--- src/rtl/tcw_fifo.sv ---
// ----------------------------------------------------------------------------
// tcw_fifo: short command queue between front and back
// Register-based FIFO, push and pop in the same cycle allowed.
// ----------------------------------------------------------------------------
module tcw_fifo #(
  parameter int WIDTH = 8,
  parameter int DEPTH = 2
) (
  input  logic             clk,
  input  logic             rst_n,
  input  logic             push,
  input  logic [WIDTH-1:0] push_data,
  output logic             full,
  input  logic             pop,
  output logic [WIDTH-1:0] pop_data,
  output logic             not_empty
);

  localparam int PTR_W = (DEPTH > 1) ? $clog2(DEPTH) : 1;
  localparam int CNT_W = $clog2(DEPTH + 1);

  logic [WIDTH-1:0] slot_r [DEPTH];
  logic [PTR_W-1:0] wr_ptr_r, wr_ptr_nxt;
  logic [PTR_W-1:0] rd_ptr_r, rd_ptr_nxt;
  logic [CNT_W-1:0] count_r, count_nxt;
  logic             do_push, do_pop;

  assign full      = (count_r == CNT_W'(DEPTH));
  assign not_empty = (count_r != '0);
  assign do_push   = push && !full;
  assign do_pop    = pop && not_empty;
  assign pop_data  = slot_r[rd_ptr_r];

  always_comb begin
    wr_ptr_nxt = wr_ptr_r;
    rd_ptr_nxt = rd_ptr_r;
    count_nxt  = count_r;
    if (do_push) begin
      wr_ptr_nxt = (wr_ptr_r == PTR_W'(DEPTH - 1)) ? '0 : wr_ptr_r + 1'b1;
    end
    if (do_pop) begin
      rd_ptr_nxt = (rd_ptr_r == PTR_W'(DEPTH - 1)) ? '0 : rd_ptr_r + 1'b1;
    end
    if (do_push && !do_pop) begin
      count_nxt = count_r + 1'b1;
    end else if (do_pop && !do_push) begin
      count_nxt = count_r - 1'b1;
    end
  end

  always_ff @(posedge clk) begin
    if (!rst_n) begin
      wr_ptr_r <= '0;
      rd_ptr_r <= '0;
      count_r  <= '0;
    end else begin
      wr_ptr_r <= wr_ptr_nxt;
      rd_ptr_r <= rd_ptr_nxt;
      count_r  <= count_nxt;
    end
  end

  always_ff @(posedge clk) begin
    if (do_push) begin
      slot_r[wr_ptr_r] <= push_data;
    end
  end

endmodule

--- config.mk ---
export PLATFORM = sky130hd
export DESIGN_NAME = tcw_fifo
export DESIGN_NICKNAME = d
export VERILOG_FILES = /design/src/rtl/tcw_fifo.sv
export SDC_FILE = /design/constraint.sdc
export NUM_CORES = 1
export LEC_CHECK = 0
export BUFFER_PORTS_ARGS = -buffer_cell sky130_fd_sc_hd__buf_4
export CAP_MARGIN = 0
export CELL_PAD_IN_SITES_DETAIL_PLACEMENT = 0
export CELL_PAD_IN_SITES_GLOBAL_PLACEMENT = 1
export CORE_ASPECT_RATIO = 0.8
export CORE_MARGIN = 5
export CORE_UTILIZATION = 36
export CTS_CLUSTER_DIAMETER = 150
export DETAILED_ROUTE_END_ITERATION = 7
export HOLD_SLACK_MARGIN = 0.06
export PLACE_DENSITY_LB_ADDON = 0.1
export SYNTH_ARGS = -nofsm -noshare
export SYNTH_HDL_FRONTEND = slang
export SYNTH_SLANG_ARGS = --single-unit
--- constraint.sdc ---
create_clock -name clk -period 1.4 [get_ports clk]
set_input_delay 0.07 -clock clk [delete_from_list [all_inputs] [get_ports clk]]
set_output_delay 0.07 -clock clk [all_outputs]
set_load 0.01 [all_outputs]
# After elaboration in Yosys (flattened, before gate mapping)
# Memory sizes are Yosys's and may differ from the RTL's. A register that Yosys moved wholly into a read port is not among the register bits.
# Index checks and enable logic that the tools add are counted.
# word_totals
reg_bits	4
ram_bits	16
inputBits	12
output_inout_bits	10
word_cells	26
memories	1
# mem_list
memory	depth	word_bits	read_ports	rd_ports_with_merged_regs	wr	line_no	rtl
slot_r	2	8	1	1	1	22	logic [WIDTH-1:0] slot_r [DEPTH];
# classes
n_addsub	4
eq_ne	1
mux	8
reduce_logical	9
# op_table
cell	n
1-bit 2-to-1 mux	6
1-bit logical AND	4
2-bit 2-to-1 mux	2
2-bit nonzero test	2
1-bit logical NOT	3
1-bit adder, second input constant	2
2-bit by 1-bit adder with 2-bit output, second input constant	1
2-bit == test, second input constant	1
2-bit by 1-bit subtractor with 2-bit output, second input constant	1

# Longest topological paths before layout
# Gate-level depths: netlist of the first run.
# logic_depth
ltp_word	7
depth_mapped	7
mapped_depth_nobuf	7

# Worst setup path after synthesis of the first run
# Ideal clock, no wire load.
# synth_path
kind	reg-to-reg
startpoint	register count_r[0]
endpoint	register count_r[1]
setup_time_ns	0.070
arrival_ns	1.454
required_time_ns	1.330
setup_slack_ns	-0.124
path_stages_with_launch	7
n_path_buf	0
synth_period_minus_slack_ns	1.524
path_cell_list	dfxtp_1 > nand2b_1 > inv_1 > nor2_1 > ha_1 > or3_1 > a21oi_1
# synth_between
elab_chain_cells	6
# synth_rtl
element	line_no	rtl
start: declaration	25	logic [CNT_W-1:0] count_r, count_nxt;
start signal: assignment	59	count_r <= count_nxt;
2-bit == test *	28	assign full = (count_r == CNT_W'(DEPTH));
named net full	13	output logic full,
1-bit logical NOT *	30	assign do_push = push && !full;
1-bit logical AND *	30	
1-bit logical NOT	46	end else if (do_pop && !do_push) begin
1-bit logical AND	46	
2-bit nonzero test (no line)	--	
# Mark *: on every way through the listed nets, which the timed path passes. The rest lies on a longest branch. The select of a mux whose other input is x is not followed.
# A chain may end at the register's enable or synchronous reset.

# Worst setup path after layout of the first run
# layout_path
startpoint	register count_r[0]
endpoint	register count_r[1]
# layout_between
elab_chain_cells	6
# layout_rtl
element	line_no
2-bit == test	28
1-bit logical NOT	30
1-bit logical AND	30
1-bit logical NOT	46
1-bit logical AND	46
2-bit nonzero test (no line)	--
# Parallel ways exist; a longest one is shown, timed or not. The select of a mux whose other input is x is not followed.

==> flow_metrics.env, run 1 <==
export IMPL_cts_root_buffer="clkbuf_4"
export IMPL_rsz0062_at_grt="true"
export IMPL_rows=15
export IMPL_yosys_top_cells_area="edfxtp_1 (60%), dfxtp_1 (12%), mux2_2 (11%), xor2_1 (3.3%), nor2_1 (1.9%)"
export IMPL_utilization_pct=57.8
export IMPL_critPathKind="flop to flop"
export IMPL_cts_tree="built"
export IMPL_cp_data_required_time_ns=1.64
export IMPL_areaGrowthSynthToFinish_pct=53.4
export IMPL_p_per_area_mw_per_mm2=1650
export IMPL_viasPerCell=4.44
export IMPL_drive_above_1_share_pct=57.4
export IMPL_synth_net_count=64
export IMPL_clock_sinks=21
export IMPL_htreeDepth=1
export IMPL_slew_headroom_pct=86.4
export IMPL_fillers=189
export IMPL_yosysTopAreaCell="edfxtp_1"
export IMPL_fin_skew_ns=0.00359
export IMPL_finalCriticalPeriod_ns=1.37
export IMPL_critPathLaunchType="flop"
export IMPL_finalSetupTns_ns=0
export IMPL_worstHoldPathCells=3
export IMPL_ys_seq_elements=21
export IMPL_multiInputGateArea_sq_um=246
export IMPL_vias=528
export IMPL_grt_pass1_vias=588
export IMPL_outcome="finished, final reports clean"
export IMPL_p_leak_nw=0.507
export IMPL_arrival_ns=1.61
export IMPL_syn_area_sq_um=806
export IMPL_fin_nets=108
export IMPL_max_cap_violations=0
export IMPL_clkTransAtPathRegs_ns=0.11
export IMPL_slew_viol_final=0
export IMPL_routabilityCongestion=0.754
export IMPL_yosysSeqAreaShare_pct=72.0
export IMPL_ant_nets=0
export IMPL_worstMarginPinSlew_ns=0.204
export IMPL_clock_path_buffers=2
export IMPL_start_util_pct=37.7
export IMPL_routedWlPerCell_um=12.6
export IMPL_avgSynthCellArea_sq_um=15.8
export IMPL_min_path_type="input port to flop"
export IMPL_hold_viol=0
export IMPL_wl_um=1500
export IMPL_drt_iter0_drc=6
export IMPL_die_area_sq_mm=0.00329
export IMPL_irDropWorstVdd_uv=1120
export IMPL_core_area_sq_mm=0.00214
export IMPL_die_height_um=52.3
export IMPL_dp_worst_setup_slack_ns=-0.0367
export IMPL_synth_top_cell_area_share_pct=59.6
export IMPL_fin_crit_sh_pct=98.1
export IMPL_track_usage_pct=9.98
export IMPL_synthDistinctLibCells=17
export IMPL_clock_latency_ns=0.30
export IMPL_critPathMaxFanout=3
export IMPL_setup_ws_ns=0.0262
export IMPL_die_w_um=62.9
export IMPL_regArea_sq_um=587
export IMPL_ys_warn_count=0
export IMPL_setup_viol=0
export IMPL_crit_path_end_kind="flop"
export IMPL_grt_max_degree=13
export IMPL_reg2reg_depth=7
export IMPL_diodes=0
export IMPL_overflow=0
export IMPL_cts_made_buffers=3
export IMPL_fin_hold_ws_ns=0.116
export IMPL_synthCells=51
export IMPL_firstDrtPassIters=2
export IMPL_final_cells=119
export IMPL_clock_fmax_mhz=728
export IMPL_placedCellCount=102
export IMPL_num_io_pins=22
export IMPL_antenna_found_initial=0
export IMPL_drc=0
export IMPL_grt_pass1_wl_um=2500
export IMPL_port_buffers=21
==> routing by layer <==
layer	track usage [%]	vias to the layer above	wire (um)
li1	-	268	-
met4	2.12	0	0
met5	0	-	0
met2	17.7	14	722
met1	11.0	246	678
met3	4.51	0	101
==> worst paths after layout <==
kind	from	endpoint	slack, ns
max	count_r[0]	count_r[1]	0.03
max reg2reg	count_r[0]	count_r[1]	0.03
min reg2reg	rd_ptr_r	flop	0.52
min	push	wr_ptr_r	0.12
==> layout make-up <==
cell class	count	share of cell area (%)
Clock buffer	3	1.82
Inverter	3	1.11
Multi-Input combinational cell	26	19.9
Clock inverter	1	0.405
Sequential cell	21	47.5
Timing Repair Buffer	40	26.7
Tap cell	25	2.53
==> timing repair <==
item / in CTS / in global routing
buffers inserted: 4 / 0
hold buffers: 9 / 0
hold endpoints to repair: 21 / 0
gates resized for setup: 7 / 4
endpoints found under the setup margin: 9 / 17
gates cloned: 0 / 0
pin swaps: 4 / 3
==> logic make-up after synthesis <==
group | synth area share, %
AOI/OAI and AO/OA | 3.73
xor gates and xnor gates | 3.26
adders and majority gates | 1.55
buffers and inverters | 2.02
DFF | 72.1
muxes | 11.2
and+or+nand+nor | 6.21
==> critical path, stage by stage, from the launching register on <==
cell      delay [ns]
dfxtp_2         0.35
nand2b_4        0.15
inv_4           0.06
nor2_4          0.03
ha_4            0.15
xor2_1          0.14
or3_1           0.32
a21oi_2         0.11
==> metrics by stage <==
stage | total power, mW | area [sq um]
final | 2.04 | 1240
after global routing | 2.18 | 1240
after CTS | 2.04 | 1230
after detailed placement | 1.59 | 1050
after global placement | 1.58 | 1050
after floorplan | 1.27 | 822
==> report_power, final <==
| group | internal [mW] | switching [mW] |
|---|---|---|
| Clock | 0.106 | 0.176 |
| Sequential | 0.807 | 0.0881 |
| Combinational | 0.518 | 0.339 |
| Total | 1.43 | 0.603 |
==> cells in the final DEF, fill, tap and decap left out, types with 2 or more instances in the layout <==
| master | n |
|---|---|
| xor2_1 | 3 |
| dlygate4sd3_1 | 9 |
| mux2_2 | 8 |
| edfxtp_1 | 16 |
| buf_6 | 2 |
| buf_4 | 29 |
| dfxtp_1 | 2 |
| clkbuf_4 | 3 |
| inv_1 | 2 |
| dfxtp_2 | 2 |
| nor2_1 | 3 |
==> sequential cells by signal (all words and copies together), names as in the netlist, named ones only <==
signal / count
count_r: 2
rd_ptr_r: 1
wr_ptr_r: 1
slot_r: 16
==> synth_stat cells (all sizes together) <==
cell type / number
inv: 3
or2: 1
nand2b: 1
and3: 1
ha: 1
nor3: 1
dfxtp: 5
o21a: 1
nor2: 4
or3: 1
a21boi: 1
a21oi: 1
xor2: 3
o21ai: 2
mux2: 8
buf: 1
edfxtp: 16
(Power assumes the default switching activity.)
==> run 2: changes to the inputs <==
--- a/config.mk
+++ b/config.mk
@@ -16,6 +16,7 @@
 export DETAILED_ROUTE_END_ITERATION = 7
 export HOLD_SLACK_MARGIN = 0.06
 export PLACE_DENSITY_LB_ADDON = 0.1
+export REMOVE_ABC_BUFFERS = 1
 export SYNTH_ARGS = -nofsm -noshare
 export SYNTH_HDL_FRONTEND = slang
 export SYNTH_SLANG_ARGS = --single-unit
==> run 2 against run 1 <==
  * Via count is 0.76% higher
  * Wire length is 3.1% lower
  * Critical path type unchanged
  * Sequential share of layout area is 2.2 points higher
  * Cell count shrank 1.7%
  * Power is 6.3% lower
  * Global-route usage decreased by 0.94 points
  * Core utilization is 2.6 points lower
  * Sequential cell count stayed put
  * Hold slack improved by 0.0098 ns
  * Largest power group unchanged
  * First-iteration DRC count decreased by 50%
  * The flow now finishes with violations (setup timing)
  * Combinational power down 14%
==> flow_metrics.env, run 2 (synthesized netlist as in run 1, its figures left out) <==
export IMPL_diodes=0
export IMPL_grt_pass1_vias=489
export IMPL_cp_data_required_time_ns=1.63
export IMPL_mostFrequentLayoutCells="buf_4 (29), edfxtp_1 (16), dlygate4sd3_1 (9)"
export IMPL_areaGrowthSynthToFinish_pct=46.6
export IMPL_arrival_ns=1.67
export IMPL_crit_slowest_cell="dfxtp_4"
export IMPL_rsz0062_at_grt="true"
export IMPL_track_usage_pct=9.04
export IMPL_start_util_pct=37.7
export IMPL_worstMarginPinSlew_ns=0.209
export IMPL_critPathLaunchType="flop"
export IMPL_cts_root_buffer="clkbuf_4"
export IMPL_routabilityCongestion=0.741
export IMPL_finalSetupTns_ns=-0.0407
export IMPL_fin_crit_sh_pct=103
export IMPL_port_buffers=21
export IMPL_clock_path_buffers=2
export IMPL_vias=532
export IMPL_critPathKind="flop to flop"
export IMPL_num_io_pins=22
export IMPL_viasPerCell=4.55
export IMPL_place_hpwl_um=1010
export IMPL_irDropWorstVdd_uv=1120
export IMPL_fin_skew_ns=0.00178
export IMPL_core_area_sq_mm=0.00214
export IMPL_finalPower_mw=1.91
export IMPL_reg2reg_depth=6
export IMPL_fin_nets=106
export IMPL_finalCriticalPeriod_ns=1.44
export IMPL_worstHoldPathCells=3
export IMPL_drt_iter0_drc=3
export IMPL_drc=0
export IMPL_overflow=0
export IMPL_violations="setup timing"
export IMPL_clock_fmax_mhz=694
export IMPL_cts_made_buffers=3
export IMPL_max_cap_violations=0
export IMPL_drive_above_1_share_pct=51.1
export IMPL_outcome="finished, violations left"
export IMPL_rows=15
export IMPL_die_area_sq_mm=0.00329
export IMPL_critPathMaxFanout=4
export IMPL_clock_sinks=21
export IMPL_path_cells="nand2b_4 -> inv_1 -> nor2_1 -> ha_1 -> or3_1 -> a21oi_1"
export IMPL_grt_pass1_wl_um=2230
export IMPL_htreeDepth=1
export IMPL_hold_viol=0
export IMPL_reg_top3="slot_r: 16 flops, count_r: 2 flops"
export IMPL_setup_viol=1
export IMPL_routedWlPerCell_um=12.4
export IMPL_r2r_slack_ns=-0.04
export IMPL_final_common_cell="buf_4"
export IMPL_ant_nets=0
export IMPL_crit_path_end_kind="flop"
export IMPL_cts_tree="built"
export IMPL_slew_headroom_pct=86.0
export IMPL_regMostFlops="slot_r"
export IMPL_clkTransAtPathRegs_ns=0.11
export IMPL_grt_max_degree=13
export IMPL_clock_latency_ns=0.30
export IMPL_slew_viol_final=0
export IMPL_setup_ws_ns=-0.0407
export IMPL_p_per_area_mw_per_mm2=1620
export IMPL_p_leak_nw=0.494
export IMPL_firstDrtPassIters=4
export IMPL_min_path_type="input port to flop"
export IMPL_wl_um=1460
export IMPL_antenna_found_initial=0
export IMPL_cpPeakStageDelay_ns=0.37
export IMPL_largest_register_ffs=16
export IMPL_die_height_um=52.3
export IMPL_fillers=202
export IMPL_die_w_um=62.9
==> run 2: cell types whose count changed in the layout (fill, tap and decap cells not counted) <==
cell / before / now
ha_4: 1 / 0
nor2_1: 3 / 4
nor2_4: 1 / 0
buf_6: 2 / 0
inv_4: 1 / 0
a21oi_2: 1 / 0
a21oi_1: 0 / 1
or2_4: 1 / 0
ha_1: 0 / 1
or2_2: 0 / 1
o21ai_0: 0 / 1
inv_1: 2 / 3
o21ai_2: 1 / 0
==> run 2: what timing repair did <==
item / in CTS / in global routing
pin swaps: 1 / 0
hold buffers: 9 / 0
hold endpoints to repair: 19 / 0
setup endpoints to repair: 9 / 2
gates resized for setup: 5 / 1
setup buffers: 0 / 0
==> run 2: power by group <==
group / switching [mW] / leakage [nW] / internal [mW] / total (mW)
logic: 0.293 / 0.284 / 0.443 / 0.736
clock network: 0.171 / 0.0177 / 0.106 / 0.277
registers: 0.0880 / 0.192 / 0.807 / 0.895
total: 0.552 / 0.494 / 1.36 / 1.91
==> run 2: final cells by class <==
cell class / count / area, sq um / area share [%]
clock buffer: 3 / 22.5 / 1.91
inverter: 3 / 11.3 / 0.953
tap: 25 / 31.3 / 2.65
timing repair buffer: 38 / 308 / 26.1
sequential: 21 / 587 / 49.7
multi-input combinational: 26 / 216 / 18.3
clock inverter: 1 / 5.00 / 0.424
==> run 2: worst max-delay path, delay by kind of cell (launching register included) <==
family	cells	cell delay, ns
compound gates	1	0.12
fa+ha+maj	1	0.28
buf+inv	1	0.06
flops	1	0.37
simple gates	3	0.54
==> run 2: worst paths after layout <==
kind                              endpoint        from
worst max-delay path            count_r[1]  count_r[0]
worst min-delay path              wr_ptr_r        push
worst max register to register  count_r[1]  count_r[0]
worst min register to register    rd_ptr_r    rd_ptr_r
==> run 2: layer usage <==
metal  global-route usage, %  routed length (um)
met5                       0                   0
met3                    4.94                 104
met1                    10.5                 644
met4                    2.12                   0
met2                    14.7                 706
==> run 2: through the flow <==
step | setup slack (ns) | hold WS, ns | instance area [sq um] | util (%) | cells
2_1_floorplan | -0.124 | 0.169 | 801 | - | 50
3_5_place_dp | -0.0840 | 0.260 | 1050 | 49.1 | 104
4_1_cts | -0.0113 | 0.118 | 1180 | 55.1 | 117
3_3_place_gp | -0.0646 | 0.255 | 1050 | 49.1 | 104
6_report | -0.0407 | 0.126 | 1180 | 55.2 | 117
5_1_grt | -0.101 | 0.121 | 1180 | 55.2 | 117
