**config.mk**
```make
export PLATFORM = sky130hd
export DESIGN_NAME = tcw_front_flat
export DESIGN_NICKNAME = d
export VERILOG_FILES = /design/src/rtl/tcw_pkg.sv /design/src/rtl/tcw_stream_if.sv /design/src/rtl/tcw_front.sv /design/src/flat_wrapper.sv
export SDC_FILE = /design/constraint.sdc
export NUM_CORES = 1
export LEC_CHECK = 0
export BUFFER_PORTS_ARGS = -buffer_cell sky130_fd_sc_hd__buf_4
export CAP_MARGIN = 5
export CORE_UTILIZATION = 55
export DETAILED_ROUTE_END_ITERATION = 10
export GPL_TIMING_DRIVEN = 0
export HOLD_SLACK_MARGIN = 0.08
export PLACE_DENSITY = 0.78
export SETUP_SLACK_MARGIN = 0.5
export SLEW_MARGIN = 25
export SYNTH_ARGS = -nofsm -noshare
export SYNTH_HDL_FRONTEND = slang
export SYNTH_SLANG_ARGS = --single-unit
```
**constraint.sdc**
```tcl
create_clock -name clk -period 6.5 [get_ports clk]
set_input_delay 0 -clock clk [delete_from_list [all_inputs] [get_ports clk]]
set_output_delay 0 -clock clk [all_outputs]
set_load 0.01 [all_outputs]
```
**src/rtl/tcw_pkg.sv**
```systemverilog
// ----------------------------------------------------------------------------
// tcw_pkg: shared types and constants for the text console writer
// Command word passed from front to back, opcodes, state codes, defaults.
// ----------------------------------------------------------------------------
package tcw_pkg;

  localparam int COLUMNS_DEF = 80;
  localparam int ROWS_DEF    = 25;
  localparam int QUEUE_DEPTH = 2;

  // fixed field widths (ROWS <= 32, COLUMNS <= 128)
  localparam int LINE_W   = 5;
  localparam int COLIDX_W = 7;
  localparam int IDX_W    = 11;
  localparam int CELL_W   = 16;

  localparam logic [CELL_W-1:0] BLANK_CELL = 16'h0F20;  // space, white on black
  localparam logic [7:0]        CHAR_NL    = 8'h0A;
  localparam logic [7:0]        CHAR_CR    = 8'h0D;

  localparam logic [1:0] MODE_BEGIN = 2'd0;
  localparam logic [1:0] MODE_CHAR  = 2'd1;
  localparam logic [1:0] MODE_CLEAR = 2'd2;
  localparam logic [1:0] MODE_READ  = 2'd3;

  typedef enum logic [2:0] {
    OP_BEGIN_OK,
    OP_BEGIN_BAD,
    OP_NEWLINE,
    OP_RETURN,
    OP_PRINT,
    OP_CLEAR,
    OP_READ
  } cmd_op_t;

  typedef struct packed {
    cmd_op_t               op;
    logic [LINE_W-1:0]     line;
    logic [7:0]            ch;
    logic [7:0]            color;
    logic [IDX_W-1:0]      rd_index;
    logic [LINE_W-1:0]     rd_row;
    logic [COLIDX_W-1:0]   rd_col;
    logic                  rd_ok;
  } cmd_t;

  typedef enum logic [1:0] {
    ST_IDLE,
    ST_WRITE,
    ST_FILL,
    ST_READ
  } back_state_t;

  typedef enum logic [1:0] {
    RD_MEM,
    RD_BLANK,
    RD_ZERO
  } rd_src_t;

endpackage

```
**src/rtl/tcw_stream_if.sv**
```systemverilog
// ----------------------------------------------------------------------------
// tcw_stream_if: valid/ready channels of the text console writer
// Input word channel and result word channel.
// ----------------------------------------------------------------------------
interface tcw_in_if;
  logic              valid;
  logic              ready;
  logic [1:0]        mode;
  logic signed [7:0] start_line;
  logic [7:0]        char_code;
  logic [7:0]        color;
  logic [10:0]       read_index;

  modport source (output valid, mode, start_line, char_code, color, read_index,
                  input ready);
  modport sink   (input valid, mode, start_line, char_code, color, read_index,
                  output ready);
endinterface


```
**src/rtl/tcw_front.sv**
```systemverilog
// ----------------------------------------------------------------------------
// tcw_front: input stage of the text console writer
// Takes input words, classifies them and splits read indexes into row/col.
// ----------------------------------------------------------------------------
module tcw_front #(
  parameter int COLUMNS = tcw_pkg::COLUMNS_DEF,
  parameter int ROWS    = tcw_pkg::ROWS_DEF
) (
  input  logic          clk,
  input  logic          rst_n,
  tcw_in_if.sink        in_ch,
  output logic          push,
  output tcw_pkg::cmd_t push_cmd,
  input  logic          q_full
);

  import tcw_pkg::*;

  // row = index / COLUMNS by reciprocal, estimate is exact or one short
  localparam int SHIFT  = 18;
  localparam int RECIP  = (1 << SHIFT) / COLUMNS;
  localparam int PROD_W = SHIFT + IDX_W;
  localparam int REM_W  = IDX_W + 1;
  localparam int CELLS  = ROWS * COLUMNS;

  logic              s1_valid_r, s1_valid_nxt;
  logic [1:0]        mode_r;
  logic [7:0]        line_r;
  logic [7:0]        ch_r;
  logic [7:0]        color_r;
  logic [IDX_W-1:0]  idx_r;
  logic [PROD_W-1:0] prod_r;
  logic              accept;

  logic [IDX_W-1:0]  est;
  logic [REM_W-1:0]  est_c;
  logic [REM_W-1:0]  rem;
  logic [IDX_W-1:0]  row;
  logic [REM_W-1:0]  col;

  assign in_ch.ready = !s1_valid_r || !q_full;
  assign accept      = in_ch.valid && in_ch.ready;
  assign push        = s1_valid_r && !q_full;

  always_comb begin
    s1_valid_nxt = s1_valid_r;
    if (accept) begin
      s1_valid_nxt = 1'b1;
    end else if (push) begin
      s1_valid_nxt = 1'b0;
    end
  end

  always_ff @(posedge clk) begin
    if (!rst_n) begin
      s1_valid_r <= 1'b0;
    end else begin
      s1_valid_r <= s1_valid_nxt;
    end
  end

  always_ff @(posedge clk) begin
    if (accept) begin
      mode_r  <= in_ch.mode;
      line_r  <= in_ch.start_line;
      ch_r    <= in_ch.char_code;
      color_r <= in_ch.color;
      idx_r   <= in_ch.read_index;
      prod_r  <= PROD_W'(in_ch.read_index) * PROD_W'(RECIP);
    end
  end

  // one correction step on the row estimate
  always_comb begin
    est   = prod_r[PROD_W-1:SHIFT];
    est_c = REM_W'(est) * REM_W'(COLUMNS);
    rem   = {1'b0, idx_r} - est_c;
    if (rem >= REM_W'(COLUMNS)) begin
      row = est + 1'b1;
      col = rem - REM_W'(COLUMNS);
    end else begin
      row = est;
      col = rem;
    end
  end

  always_comb begin
    push_cmd.op       = OP_READ;
    push_cmd.line     = line_r[LINE_W-1:0];
    push_cmd.ch       = ch_r;
    push_cmd.color    = color_r;
    push_cmd.rd_index = idx_r;
    push_cmd.rd_row   = row[LINE_W-1:0];
    push_cmd.rd_col   = col[COLIDX_W-1:0];
    push_cmd.rd_ok    = (32'(idx_r) < 32'(CELLS));
    case (mode_r)
      MODE_BEGIN: begin
        if (!line_r[7] && (line_r[6:0] < 7'(ROWS))) begin
          push_cmd.op = OP_BEGIN_OK;
        end else begin
          push_cmd.op = OP_BEGIN_BAD;
        end
      end
      MODE_CHAR: begin
        if (ch_r == CHAR_NL) begin
          push_cmd.op = OP_NEWLINE;
        end else if (ch_r == CHAR_CR) begin
          push_cmd.op = OP_RETURN;
        end else begin
          push_cmd.op = OP_PRINT;
        end
      end
      MODE_CLEAR: push_cmd.op = OP_CLEAR;
      MODE_READ:  push_cmd.op = OP_READ;
      default:    push_cmd.op = OP_READ;
    endcase
  end

endmodule

```
**src/flat_wrapper.sv**
```systemverilog
// flat-port wrapper written by rule: the top's interface ports become plain ports
module tcw_front_flat import tcw_pkg::*;
#(
  parameter int COLUMNS = tcw_pkg::COLUMNS_DEF,
  parameter int ROWS    = tcw_pkg::ROWS_DEF
)
  (clk, rst_n, push, push_cmd, q_full, in_ch_valid, in_ch_mode, in_ch_start_line, in_ch_char_code, in_ch_color, in_ch_read_index, in_ch_ready);
  tcw_in_if in_ch_i ();
  input  logic clk;
  input  logic rst_n;
  output logic push;
  output tcw_pkg::cmd_t push_cmd;
  input  logic q_full;
  input wire logic [$bits(in_ch_i.valid)-1:0] in_ch_valid;
  input wire logic [$bits(in_ch_i.mode)-1:0] in_ch_mode;
  input wire logic [$bits(in_ch_i.start_line)-1:0] in_ch_start_line;
  input wire logic [$bits(in_ch_i.char_code)-1:0] in_ch_char_code;
  input wire logic [$bits(in_ch_i.color)-1:0] in_ch_color;
  input wire logic [$bits(in_ch_i.read_index)-1:0] in_ch_read_index;
  output wire logic [$bits(in_ch_i.ready)-1:0] in_ch_ready;
  assign in_ch_i.valid = in_ch_valid;
  assign in_ch_i.mode = in_ch_mode;
  assign in_ch_i.start_line = in_ch_start_line;
  assign in_ch_i.char_code = in_ch_char_code;
  assign in_ch_i.color = in_ch_color;
  assign in_ch_i.read_index = in_ch_read_index;
  assign in_ch_ready = in_ch_i.ready;
  tcw_front #(.COLUMNS(COLUMNS), .ROWS(ROWS)) u_core (.clk(clk), .rst_n(rst_n), .in_ch(in_ch_i), .push(push), .push_cmd(push_cmd), .q_full(q_full));
endmodule
```
# Yosys cells after proc, flatten, opt, wreduce, memory -nomap -nowiden
# Index checks and enable logic that the tools add are counted.
dict set report word_totals {
  wordCells 37
  ff_bits 59
  in_bits 41
  output_inout_bits 50
}
dict set report classes {
  n_reduce_logical 9
  mux 8
  magnitude_cmp 3
  n_eq_ne 5
  n_mul 2
  addsub 3
}
# cell n
set ops {}
lappend ops {{11-bit by 10-bit multiplier with 21-bit output, second input constant} 1}
lappend ops {{8-bit by 4-bit equality test with 1-bit output, second input constant} 2}
lappend ops {{12-bit by 7-bit >= comparator with 1-bit output, second input constant} 1}
lappend ops {{3-bit one-hot mux with 4 select lines} 1}
lappend ops {{11-bit by 12-bit subtractor with 12-bit output} 1}
lappend ops {{11-bit < comparator, second input constant} 1}
lappend ops {{5-bit by 3-bit multiplier with 8-bit output, second input constant} 1}
lappend ops {{7-bit by 5-bit < comparator with 1-bit output, second input constant} 1}
lappend ops {{7-bit two-way mux} 1}
lappend ops {{7-bit subtractor, second input constant} 1}
lappend ops {{3-bit two-way mux} 2}
lappend ops {{5-bit by 1-bit adder with 5-bit output, second input constant} 1}
lappend ops {{5-bit two-way mux} 1}
lappend ops {{2-bit equality test, second input constant} 2}
lappend ops {{1-bit logical AND} 3}
lappend ops {{1-bit zero test} 3}
lappend ops {{1-bit two-way mux} 3}
lappend ops {{2-bit by 1-bit equality test with 1-bit output, second input constant} 1}
lappend ops {{2-bit zero test} 1}
lappend ops {{2-bit nonzero test} 1}
lappend ops {{1-bit logical OR} 1}

# Logic depth before layout (Yosys ltp)
# Gate-level depths: netlist (run 1).
dict set report logic_depth {
  ltp_word 4
  ltp_mapped 16
  mapped_depth_nobuf 16
}

# Worst setup path after synthesis (run 1)
# OpenSTA, ideal clock, no wires.
dict set report synth_timing {
  kind {input to register}
  from {input port in_ch_read_index[1]}
  to {register u_core.prod_r[22], data pin}
  n_path_buf 0
  setup_time_ps 260
  path_stages 15
  setup_slack_ps 2798
  t_required_ps 6240
  arrival_time_ps 3442
  path_cell_list {ha_1 -> xor2_1 -> ha_1 -> fa_1 -> fa_1 -> inv_1 -> fa_1 -> inv_1 -> ha_1 -> o211ai_1 -> a211oi_1 -> o21ai_1 -> o21ai_1 -> a21oi_1 -> xnor2_1}
}
dict set report synth_between {
  elab_chain_len 1
}
# item line
set synth_rtl {}
lappend synth_rtl {{from (decl)} flat_wrapper.sv:19} ;# input wire logic [$bits(in_ch_i.read_index)-1:0] in_ch_read_index;
lappend synth_rtl {{11-bit by 10-bit multiplier with 21-bit output} tcw_front.sv:69} ;# prod_r <= PROD_W'(in_ch.read_index) * PROD_W'(RECIP);
lappend synth_rtl {{to (signal assigned)} tcw_front.sv:69}
lappend synth_rtl {{to (decl)} tcw_front.sv:32} ;# logic [PROD_W-1:0] prod_r;
# Every way passes these cells.
# A chain may end at the register's enable or synchronous reset.

# Worst setup path after layout (run 1)
# Same ends and word-level chain as after synthesis.

==> results of run 1 <==
[timing repair]
action | in CTS | in global routing
endpoints found under the setup margin | 0 | 0
hold endpoints to repair | 38 | 0
gates resized for setup | 0 | 0
hold buffers | 39 | 0
[kinds of logic after synthesis]
family / count (synthesis) / share of synthesized area [%]
multiplexers: 3 / 0.8790
flip-flops: 43 / 32.15
buffers and inverters: 83 / 8.760
AND/OR/NAND/NOR: 43 / 6.091
AO/OA/AOI/OAI: 47 / 8.195
XOR/XNOR: 19 / 4.364
adder cells (fa/ha/maj): 111 / 39.56
[routing by layer]
metal / up-vias / global-route usage, %
li1: 1467 / -
met3: 26 / 3.318
met1: 1446 / 30.86
met5: - / 0
met2: 96 / 51.25
met4: 0 / 12.82
[area by class of cell]
class	count	area [um2]	share of cell area [%]
multi-input combinational	223	2356	44.50
sequential	43	1281	24.20
timing repair buffer	130	1094	20.66
inverter	73	274.0	5.176
tap	96	120.1	2.269
buffer	10	75.07	1.418
clock buffer	5	68.82	1.300
clock inverter	3	25.02	0.4727
[registers in the layout, summed over array words and instances, names as in the netlist]
| name | flops |
|---|---|
| u_core.prod_r | 5 |
| u_core.idx_r | 11 |
| u_core.mode_r | 2 |
| u_core.line_r | 8 |
| u_core.color_r | 8 |
| u_core.s1_valid_r | 1 |
| u_core.ch_r | 8 |
[stage by stage]
stage | total power [mW] | hold WS, ns | util, % | worst slack, ns | std cells
detailed placement | 1.556 | 0.1793 | 69.64 | 2.232 | 536
global route | 1.946 | 0.2772 | 76.65 | 1.698 | 583
floorplan | 1.233 | 0.04641 | - | 2.798 | 349
finish | 1.761 | 0.2670 | 76.65 | 1.923 | 583
CTS | 1.754 | 0.2683 | 76.65 | 1.956 | 583
global placement | 1.494 | 0.1779 | 69.22 | 2.296 | 535
[power by group]
group | internal [mW] | switching [mW]
clock | 0.0770 | 0.103
sequential | 0.345 | 0.0319
combinational | 0.551 | 0.653
total | 0.973 | 0.788
[worst max path at each step]
stage	from	to	slack [ns]	cells after the start
final	in_ch_read_index[1]	u_core.prod_r[22]	1.92	17
after global routing	in_ch_read_index[1]	u_core.prod_r[22]	1.70	17
after global placement	in_ch_read_index[1]	u_core.prod_r[22]	2.30	16
after detailed placement	in_ch_read_index[1]	u_core.prod_r[22]	2.23	16
after floorplan	in_ch_read_index[1]	u_core.prod_r[22]	2.80	15
after CTS	in_ch_read_index[1]	u_core.prod_r[22]	1.96	17
[worst reg2reg max path: cells and delay by family (launching register included)]
family        cells  cell delay [ns]
buf+inv           1             0.26
flops             1             0.33
simple gates      2             0.61
[synthesized netlist by cell type (2+ instances only)]
| cell | number | area share [%] |
|---|---|---|
| fa_1 | 25 | 13 |
| nor2b_1 | 5 | 0.78 |
| mux2i_1 | 2 | 0.50 |
| o2111ai_1 | 2 | 0.44 |
| inv_1 | 73 | 6.9 |
| nand3_1 | 4 | 0.50 |
| ha_1 | 86 | 27 |
| o221a_1 | 2 | 0.57 |
| o21ai_1 | 4 | 0.50 |
| nor4_1 | 4 | 0.63 |
| edfxtp_1 | 42 | 32 |
| nand3b_1 | 2 | 0.38 |
| nand2_1 | 6 | 0.57 |
| xor2_1 | 10 | 2.2 |
| o21a_1 | 2 | 0.38 |
| a21boi_0 | 2 | 0.38 |
| buf_4 | 10 | 1.9 |
| a21o_1 | 5 | 0.94 |
| nor3_1 | 2 | 0.25 |
| nor2_1 | 12 | 1.1 |
| a31oi_1 | 3 | 0.47 |
| xnor2_1 | 8 | 1.8 |
| o21ai_0 | 2 | 0.25 |
| a211oi_1 | 3 | 0.57 |
| a21oi_1 | 14 | 1.8 |
==> summary.txt, run 1 <==
Worst hold path
  – Hold Crit Class: input pin to primary output
  – Hold endpoint: push
  – Hold Path Stages: 3
  – Hold Path Origin: q_full

Critical path
  – Slowest library cell on the worst path: dlygate4sd3_1
  – Worst R2R Path Depth: 3
  – Crit start category: input pin
  – Crit-path cells: dlygate4sd3_1 -> buf_4 -> ha_1 -> xor2_1 -> ha_1 -> fa_1 -> fa_1 -> inv_1 -> fa_1 -> inv_1 -> ha_1 -> o211ai_1 -> a211oi_1 -> o21ai_1 -> o21ai_1 -> a21oi_1 -> xnor2_1
  – Crit Reg-Reg Endpoint: u_core.line_r[4]
  – R2R Setup Slk: 4.99 ns
  – Crit path max-delay family: adder cells
  – Critical path type: input pin to flip-flop
  – CP required: 6.55 ns
  – Worst path bufs/invs: 4
  – CP Data Arrival Time: 4.63 ns
  – Worst setup EP type: flip-flop
  – FF-to-FF Start: u_core.s1_valid_r
  – Slowest Stage Delay on Critical Path: 0.54 ns
  – Max FO, Critical Path: 4

Run status
  – Status: finished, final reports clean

STA
  – Final Hold Fails: 0
  – Max_slew headroom: 58.78%
  – RSZ-0062 raised after global routing: no
  – FMAX: 0.2185 GHz
  – Slew Limit Fails: 0
  – Setup violators final: 0
  – Post-layout min period: 4.577 ns
  – Part of the cycle the worst path needs: 70.41%
  – Slew @ Worst Pin: 0.6184 ns
  – Setup Total Neg Slack: 0 ns
  – Worst Skew: 0.01425 ns

Power
  – Pleak: 2.640 nW
  – VDD IR max: 224.2 uV
  – Power density over the cells: 332.7 nW/um2

CTS
  – CTS buffer count: 5
  – Worst skew pair latency: 0.30 ns
  – Bufs on Longest Clock Path: 2
  – CTS clock-pin slew for the worst setup and hold paths: 0.08 ns
  – CTS tree: done
  – CTS root buffer: clkbuf_8
  – Max H-tree Level: 2
  – # Post-CTS Setup Buffers: 0
  – Sink Count: 43

Cells and area
  – Fillcell total: 457
  – Share of post-route cells with drive strength above 1: 24.64%
  – Synthesis-to-finish area growth: 32.84%
  – Design area: 5294 um2
  – Most frequent cells in the layout: buf_4, ha_1, inv_1, edfxtp_1, dlygate4sd3_1
  – Nets: 638
  – Commonest non-fill, non-tap cell in the layout: buf_4
  – Diode count: 0

GRT
  – First-pass GRT wire length: 15340 um
  – Vias in the first global route: 3238
  – Grt ovf: 0
  – Largest net degree at the start of global routing: 24
  – Total GRT Usage: 27.35%
  – Initial antenna violation count: 0

Routing
  – Final WL: 9441 um
  – Residual DRC: 0
  – DR pass1 iterations: 4
  – Vias after detailed routing: 3035
  – Vias per cell: 5.206
  – DRT met1 WL: 3592 um
  – Met2 wire len: 5105 um
  – Starting DRC count in detailed routing: 89
  – Met3 wire len: 388 um
  – Wire per inst: 16.19 um
  – Top layer in use: met4
  – DRT antenna net count: 0

Synth
  – Yosys warning count: 0
  – Async SR Flop Fraction: 0%
  – Post-synthesis sequential area ratio: 32.15%
  – Synth Net Count: 501
  – Synthesized area: 3985 um2
  – Synth cell types: 44
  – Seq cells post-synth: 43
  – Post-Syn Instances: 349
  – EDFF count, synth: 42
  – Syn Area/Cell: 11.42 um2
  – Synth Flop Type: edfxtp_1

Run
  – Maxcap violations: 0

Placement
  – RePlAce Congestion: 0.8807
  – Placed instance area: 4810 um2
  – Hpwl dp: 7092 um
  – Buffers on Ports: 90

Floorplanning
  – Row count: 30
  – Die area: 7590 um2
  – Die Span Y: 87.12 um
  – I/O pin count: 91
  – Initial Util: 57.70%
  – Horiz. Die Dim: 87.12 um
  – Core box area: 6907 um2
(Power assumes the default switching activity.)
==> inputs of run 2 (changes only) <==
--- a/config.mk
+++ b/config.mk
@@ -5,13 +5,14 @@
 export SDC_FILE = /design/constraint.sdc
 export NUM_CORES = 1
 export LEC_CHECK = 0
+export ABC_AREA = 1
 export BUFFER_PORTS_ARGS = -buffer_cell sky130_fd_sc_hd__buf_4
 export CAP_MARGIN = 5
 export CORE_UTILIZATION = 55
 export DETAILED_ROUTE_END_ITERATION = 10
 export GPL_TIMING_DRIVEN = 0
 export HOLD_SLACK_MARGIN = 0.08
-export PLACE_DENSITY = 0.78
+export PLACE_DENSITY = 0.77
 export SETUP_SLACK_MARGIN = 0.5
 export SLEW_MARGIN = 25
 export SYNTH_ARGS = -nofsm -noshare
==> constraint.sdc (replaced) <==
create_clock -name clk -period 4.5 [get_ports clk]
set_input_delay 0 -clock clk [delete_from_list [all_inputs] [get_ports clk]]
set_output_delay 0 -clock clk [all_outputs]
set_load 0.01 [all_outputs]
==> run 2 against run 1 <==
First-iteration DRC count is 150% higher. Clock power is 42% higher. Clock skew is 0.0057 ns higher. Critical path depth is 2 lower. Register-to-register slack worse by 1.8 ns. Sequential power is 43% higher. Sequential share of layout area is 2.4 points lower. Cell count is 29% higher. Non-clock buffer count is 2 higher. Critical path type unchanged. Critical endpoint is now u_core.prod_r[18]. Largest power group unchanged. Highest routed layer unchanged.
==> summary.txt, run 2 <==
Floorplanning
  – I/O pin count: 91 (unchanged)
  – Die area: 8588 um2 (+13%)
  – Core box area: 7848 um2 (+14%)
  – Horiz. Die Dim: 92.67 um (+6.4%)
  – Row count: 32 (+6.7%)
  – Initial Util: 57.62% (-0.078 points)
  – Die Span Y: 92.67 um (+6.4%)

CTS
  – # Post-CTS Setup Buffers: 0 (unchanged)
  – Bufs on Longest Clock Path: 2 (unchanged)
  – Max H-tree Level: 2 (unchanged)
  – Sink Count: 43 (unchanged)
  – CTS buffer count: 5 (unchanged)
  – Worst skew pair latency: 0.31 ns (about the same)
  – CTS tree: done
  – CTS root buffer: clkbuf_8
  – CTS clock-pin slew for the worst setup and hold paths: 0.10 ns (+0.02 ns)

Critical path
  – Crit start category: input pin
  – Worst setup EP type: flip-flop
  – CP Data Arrival Time: 3.94 ns (-0.69 ns)
  – Worst R2R Path Depth: 3 (unchanged)
  – Worst setup path startpoint: in_ch_read_index[1]
  – Critical path type: input pin to flip-flop
  – Max FO, Critical Path: 4 (unchanged)
  – FF-to-FF Start: u_core.s1_valid_r
  – CP required: 4.62 ns (-1.93 ns)

STA
  – Setup violators final: 0 (unchanged)
  – Slew @ Worst Pin: 0.4153 ns (-0.2030 ns)
  – Setup Total Neg Slack: 0 ns (unchanged)
  – FMAX: 0.2618 GHz
  – Final Hold Fails: 0 (unchanged)
  – Part of the cycle the worst path needs: 84.88%
  – RSZ-0062 raised after global routing: yes
  – Worst Skew: 0.01993 ns (+0.005672 ns)
  – Max_slew headroom: 72.05% (+13 points)
  – Slew Limit Fails: 0 (unchanged)
  – Setup ws final: 0.6805 ns (-1.243 ns)
  – Post-layout min period: 3.820 ns

Synth
  – Synth cell types: 32 (-27%)
  – Seq cells post-synth: 43 (unchanged)
  – Synth Flop Type: edfxtp_1
  – Synth Net Count: 661 (+32%)
  – Synthesized area: 4522 um2 (+13%)
  – EDFF count, synth: 42 (unchanged)
  – Post-synth top cells: nand2_1, inv_1, ha_1
  – Async SR Flop Fraction: 0% (unchanged)
  – Synth top area cells: edfxtp_1, ha_1, fa_1, nand2_1, inv_1
  – Yosys warning count: 0 (unchanged)
  – Post-Syn Instances: 509 (+46%)
  – Syn Area/Cell: 8.884 um2 (-22%)
  – Post-synthesis sequential area ratio: 28.33% (-3.8 points)
  – Share of the synthesized area in the top cell type: 27.89% (-3.8 points)
  – Most common cell in the netlist: nand2_1
  – Largest area contributor in the netlist: edfxtp_1

Power
  – Power density over the cells: 528.0 nW/um2 (+59%)
  – VDD IR max: 346.6 uV (+55%)
  – Pleak: 3.131 nW (+19%)

Cells and area
  – Share of post-route cells with drive strength above 1: 20.03% (-4.6 points)
  – Design area: 5882 um2 (+11%)
  – Largest Register: u_core.idx_r
  – Max FFs per register: 11 (unchanged)
  – Synthesis-to-finish area growth: 30.08%
  – Nets: 800 (+25%)
  – Post-route insts no fill: 751 (+29%)
  – Diode count: 0 (unchanged)
  – Most frequent cells in the layout: nand2_1, inv_1, buf_4, ha_1, edfxtp_1
  – Commonest non-fill, non-tap cell in the layout: nand2_1

GRT
  – Largest net degree at the start of global routing: 25 (+4.2%)
  – Vias in the first global route: 4209 (+30%)
  – Initial antenna violation count: 0 (unchanged)
  – First-pass GRT wire length: 19820 um (+29%)
  – Grt ovf: 0 (unchanged)
  – Total GRT Usage: 29.97% (+2.6 points)

Placement
  – Placed cells: 703 (+31%)
  – Place WS: 0.4412 ns (-1.791 ns)
  – Buffers on Ports: 90 (unchanged)
  – RePlAce Congestion: 0.9269 (+5.2%)
  – Hpwl dp: 8628 um (+22%)
  – Placed instance area: 5379 um2 (+12%)

Routing
  – Vias per cell: 5.260 (+1.0%)
  – DR pass1 iterations: 4 (unchanged)
  – DRT antenna net count: 0 (unchanged)
  – Vias after detailed routing: 3950 (+30%)
  – Wire per inst: 16.07 um (-0.79%)
  – Final WL: 12070 um (+28%)
  – Starting DRC count in detailed routing: 220 (+150%)
  – Residual DRC: 0 (unchanged)

Worst hold path
  – Hold Path Stages: 3 (unchanged)
  – Hold Crit Class: input pin to flip-flop
  – Hold Path Origin: in_ch_valid

Run
  – Maxcap violations: 0 (unchanged)

Run status
  – Status: finished, final reports clean
run 2: report_power, final:
part | total [mW] | switching [mW] | leakage, nW | internal [mW]
combinational | 2.31 | 1.40 | 2.67 | 0.905
clock | 0.256 | 0.145 | 0.0408 | 0.111
sequential | 0.540 | 0.0447 | 0.415 | 0.496
total | 3.11 | 1.59 | 3.13 | 1.51
run 2: kinds of logic (layout without fill, tap and decap cells):
kind of cell               after synthesis  count (layout)  share of synthesized area, %
and+or+nand+nor                        188             188                         19.15
buffers and inverters                  118             258                         10.65
DFF                                     43              43                         28.33
adders and majority gates              111             111                         34.86
AOI/OAI and AO/OA                       37              37                         4.676
xor gates and xnor gates                12              12                         2.324
run 2: critical path, cell delays in order:
cell,delay (ns)
buf_4,0.13
ha_1,0.37
xor2_2,0.19
ha_1,0.32
fa_1,0.53
fa_1,0.56
inv_1,0.07
fa_1,0.52
inv_1,0.05
ha_1,0.32
nand2_1,0.12
nor2_1,0.20
nand3_1,0.09
o21ai_0,0.23
xor2_1,0.24
run 2: per-layer routing:
metal,global-route usage [%],vias up,wire (um)
met5,0,-,0
met4,18.33,0,750
met3,2.709,56,409
met2,54.75,129,6189
met1,33.58,1828,4717
li1,-,1937,-
run 2: layout make-up:
type | count | area [um2]
plain buffers | 10 | 75.07
clock buffers | 5 | 68.82
clock inverters | 3 | 23.77
fillers | 551 | 1966
inverters | 108 | 406.6
multi-input cells | 348 | 2780
flip-flops and latches | 43 | 1281
well taps | 102 | 127.6
repair buffers | 132 | 1119
run 2: path summary, 6_finish.rpt:
path / endpoint / slack [ns]
setup / recovery: u_core.prod_r[18] / 0.68
hold / removal: u_core.color_r[2] / 0.14
setup reg to reg: u_core.idx_r[6] / 3.16
hold reg to reg: u_core.color_r[2] / 0.69
run 2: timing repair:
action,CTS,global route
endpoints found under the hold margin,41,0
resized for setup,0,2
setup endpoints to repair,0,3
hold buffers,40,0
run 2: stage by stage:
stage          util (%)  total power, mW  hold WS [ns]
2_1_floorplan         -            2.196       0.04753
3_3_place_gp      67.86            2.711        0.1786
3_5_place_dp      68.54            2.765        0.1796
4_1_cts           74.82            3.058        0.1476
5_1_grt           74.95            3.452        0.1471
6_report          74.95            3.106        0.1421
==> inputs of run 3 (changes only) <==
--- a/config.mk
+++ b/config.mk
@@ -8,11 +8,11 @@
 export ABC_AREA = 1
 export BUFFER_PORTS_ARGS = -buffer_cell sky130_fd_sc_hd__buf_4
 export CAP_MARGIN = 5
-export CORE_UTILIZATION = 55
+export CORE_UTILIZATION = 51
 export DETAILED_ROUTE_END_ITERATION = 10
 export GPL_TIMING_DRIVEN = 0
 export HOLD_SLACK_MARGIN = 0.08
-export PLACE_DENSITY = 0.77
+export PLACE_DENSITY = 0.75
 export SETUP_SLACK_MARGIN = 0.5
 export SLEW_MARGIN = 25
 export SYNTH_ARGS = -nofsm -noshare
==> constraint.sdc (replaced) <==
create_clock -name clk -period 3.2 [get_ports clk]
set_input_delay 0 -clock clk [delete_from_list [all_inputs] [get_ports clk]]
set_output_delay 0 -clock clk [all_outputs]
set_load 0.01 [all_outputs]
==> run 3 against run 2 <==
The flow now finishes with violations (setup timing). Combinational power grew 94%. Die area grew 7.7%. Via count grew 7.2%.
==> summary.txt, run 3 (synthesis gave the netlist of run 2 again) <==
Critical path
  – Worst setup path startpoint: in_ch_read_index[1]
  – CP required: 3.25 ns (-1.37 ns)
  – Max FO, Critical Path: 4 (unchanged)
  – FF-to-FF Start: u_core.s1_valid_r
  – Critical path type: input pin to flip-flop
  – CP Data Arrival Time: 3.36 ns (-0.58 ns)
  – Worst setup EP type: flip-flop
  – Crit start category: input pin

STA
  – Setup ws final: -0.1093 ns (-0.7898 ns)
  – RSZ-0062 raised after global routing: yes
  – Max_slew headroom: 55.11% (-17 points)
  – Post-layout min period: 3.309 ns
  – Setup violators final: 5 (+5)
  – Slew Limit Fails: 0 (unchanged)
  – Final Hold Fails: 0 (unchanged)
  – Setup Total Neg Slack: -0.3633 ns (-0.3633 ns)
  – Slew @ Worst Pin: 0.6718 ns (+0.2565 ns)
  – Part of the cycle the worst path needs: 103.4%
  – Worst Skew: 0.007912 ns (-0.01201 ns)
  – Min Hold Slack: 0.1840 ns (+0.04187 ns)
  – FMAX: 0.3022 GHz

Floorplanning
  – Core box area: 8382 um2 (+6.8%)
  – Die Span Y: 96.16 um (+3.8%)
  – Horiz. Die Dim: 96.16 um (+3.8%)
  – I/O pin count: 91 (unchanged)
  – Die area: 9247 um2 (+7.7%)
  – Row count: 33 (+3.1%)
  – Initial Util: 53.95% (-3.7 points)

Routing
  – Residual DRC: 0 (unchanged)
  – Final WL: 13440 um (+11%)
  – Met2 wire len: 7102 um (+15%)
  – DRT antenna net count: 0 (unchanged)
  – DRT met1 WL: 4556 um (-3.4%)
  – Wire per inst: 17.43 um (+8.5%)
  – DR pass1 iterations: 5 (+1)
  – Starting DRC count in detailed routing: 249 (+13%)
  – Vias per cell: 5.492 (+4.4%)
  – Met3 wire len: 844 um (+110%)
  – Top layer in use: met4
  – Vias after detailed routing: 4234 (+7.2%)

Cells and area
  – Nets: 817 (+2.1%)
  – Share of post-route cells with drive strength above 1: 31.98% (+12 points)
  – Synthesis-to-finish area growth: 45.41%
  – Post-route insts no fill: 771 (+2.7%)
  – Most frequent cells in the layout: buf_4, nand2_1, inv_1, ha_1, edfxtp_1
  – Max FFs per register: 11 (unchanged)
  – Final Util: 78.44% (+3.5 points)
  – Commonest non-fill, non-tap cell in the layout: buf_4
  – Largest Register: u_core.idx_r
  – Diode count: 0 (unchanged)

GRT
  – Total GRT Usage: 30.70% (+0.74 points)
  – Grt ovf: 0 (unchanged)
  – Vias in the first global route: 4442 (+5.5%)
  – Largest net degree at the start of global routing: 26 (+4.0%)
  – First-pass GRT wire length: 20800 um (+4.9%)
  – Initial antenna violation count: 0 (unchanged)

CTS
  – CTS buffer count: 5 (unchanged)
  – CTS root buffer: clkbuf_8
  – Bufs on Longest Clock Path: 2 (unchanged)
  – Max H-tree Level: 2 (unchanged)
  – Worst skew pair latency: 0.30 ns (about the same)
  – CTS clock-pin slew for the worst setup and hold paths: 0.08 ns (-0.02 ns)
  – CTS tree: done
  – Sink Count: 43 (unchanged)

Run
  – Maxcap violations: 0 (unchanged)

Run status
  – Status: finished, violations left
  – Failing checks: setup timing

Placement
  – Placed cells: 705 (+0.28%)
  – RePlAce Congestion: 0.9021 (-2.7%)
  – Buffers on Ports: 90 (unchanged)
  – Hpwl dp: 8811 um (+2.1%)

Power
  – Power density over the cells: 859.7 nW/um2 (+63%)
  – Pleak: 3.270 nW (+4.5%)
  – VDD IR max: 419.5 uV (+21%)

Worst hold path
  – Hold Path Origin: q_full
  – Hold Crit Class: input pin to flip-flop
run 3: critical path, cell delays in order:
cell and delay (ns):
buf_12 0.11, ha_4 0.29, xor2_4 0.19, ha_4 0.23
fa_1 0.48, fa_1 0.53, inv_2 0.05, fa_1 0.50
inv_2 0.05, ha_4 0.23, a21o_1 0.20, a31oi_1 0.14
nand2_1 0.07, nand2_1 0.10, nand3_1 0.07, nand2_1 0.07
nand2_1 0.04
run 3: layout make-up:
cell class              count  area, um2
fillers                   477       1807
repair buffers            149       1325
inverters                 108      411.6
multi-input cells         348       3236
clock buffers               5      68.82
flip-flops and latches     43       1281
plain buffers              10      75.07
clock inverters             3      46.29
well taps                 105      131.4
run 3: path summary, 6_finish.rpt:
path,end,slack [ns],cells after the start
worst max-delay path,u_core.prod_r[21],-0.11,17
worst min-delay path,u_core.line_r[0],0.18,2
worst min register to register,u_core.line_r[0],0.80,1
worst max register to register,u_core.ch_r[7],1.73,2
run 3: per-layer routing:
metal / GRT usage (%) / up-vias
li1: - / 1968
met5: 0 / -
met1: 30.59 / 1951
met2: 57.51 / 230
met3: 6.398 / 85
met4: 19.28 / 0
run 3: through the flow:
| stage | setup slack, ns | power [mW] | cell area, um2 |
|---|---|---|---|
| 2_1_floorplan | -0.06641 | 3.289 | 4705 |
| 3_3_place_gp | -0.3966 | 4.018 | 5512 |
| 3_5_place_dp | -0.4501 | 4.146 | 5547 |
| 4_1_cts | -0.001340 | 5.164 | 6366 |
| 5_1_grt | -0.2293 | 6.119 | 6575 |
| 6_report | -0.1093 | 5.653 | 6575 |
run 3: repair_timing:
action                                 CTS  global route
endpoints found under the hold margin   38             0
hold buffers                            39             0
buffers inserted                        13             6
resized for setup                       49            32
setup endpoints to repair               13            13
pin swaps                               32            27
run 3: power by group:
group / total, mW / switching [mW] / internal (mW)
clock network: 0.428 / 0.193 / 0.235
logic: 4.49 / 2.52 / 1.96
registers: 0.739 / 0.0424 / 0.697
total: 5.65 / 2.76 / 2.90
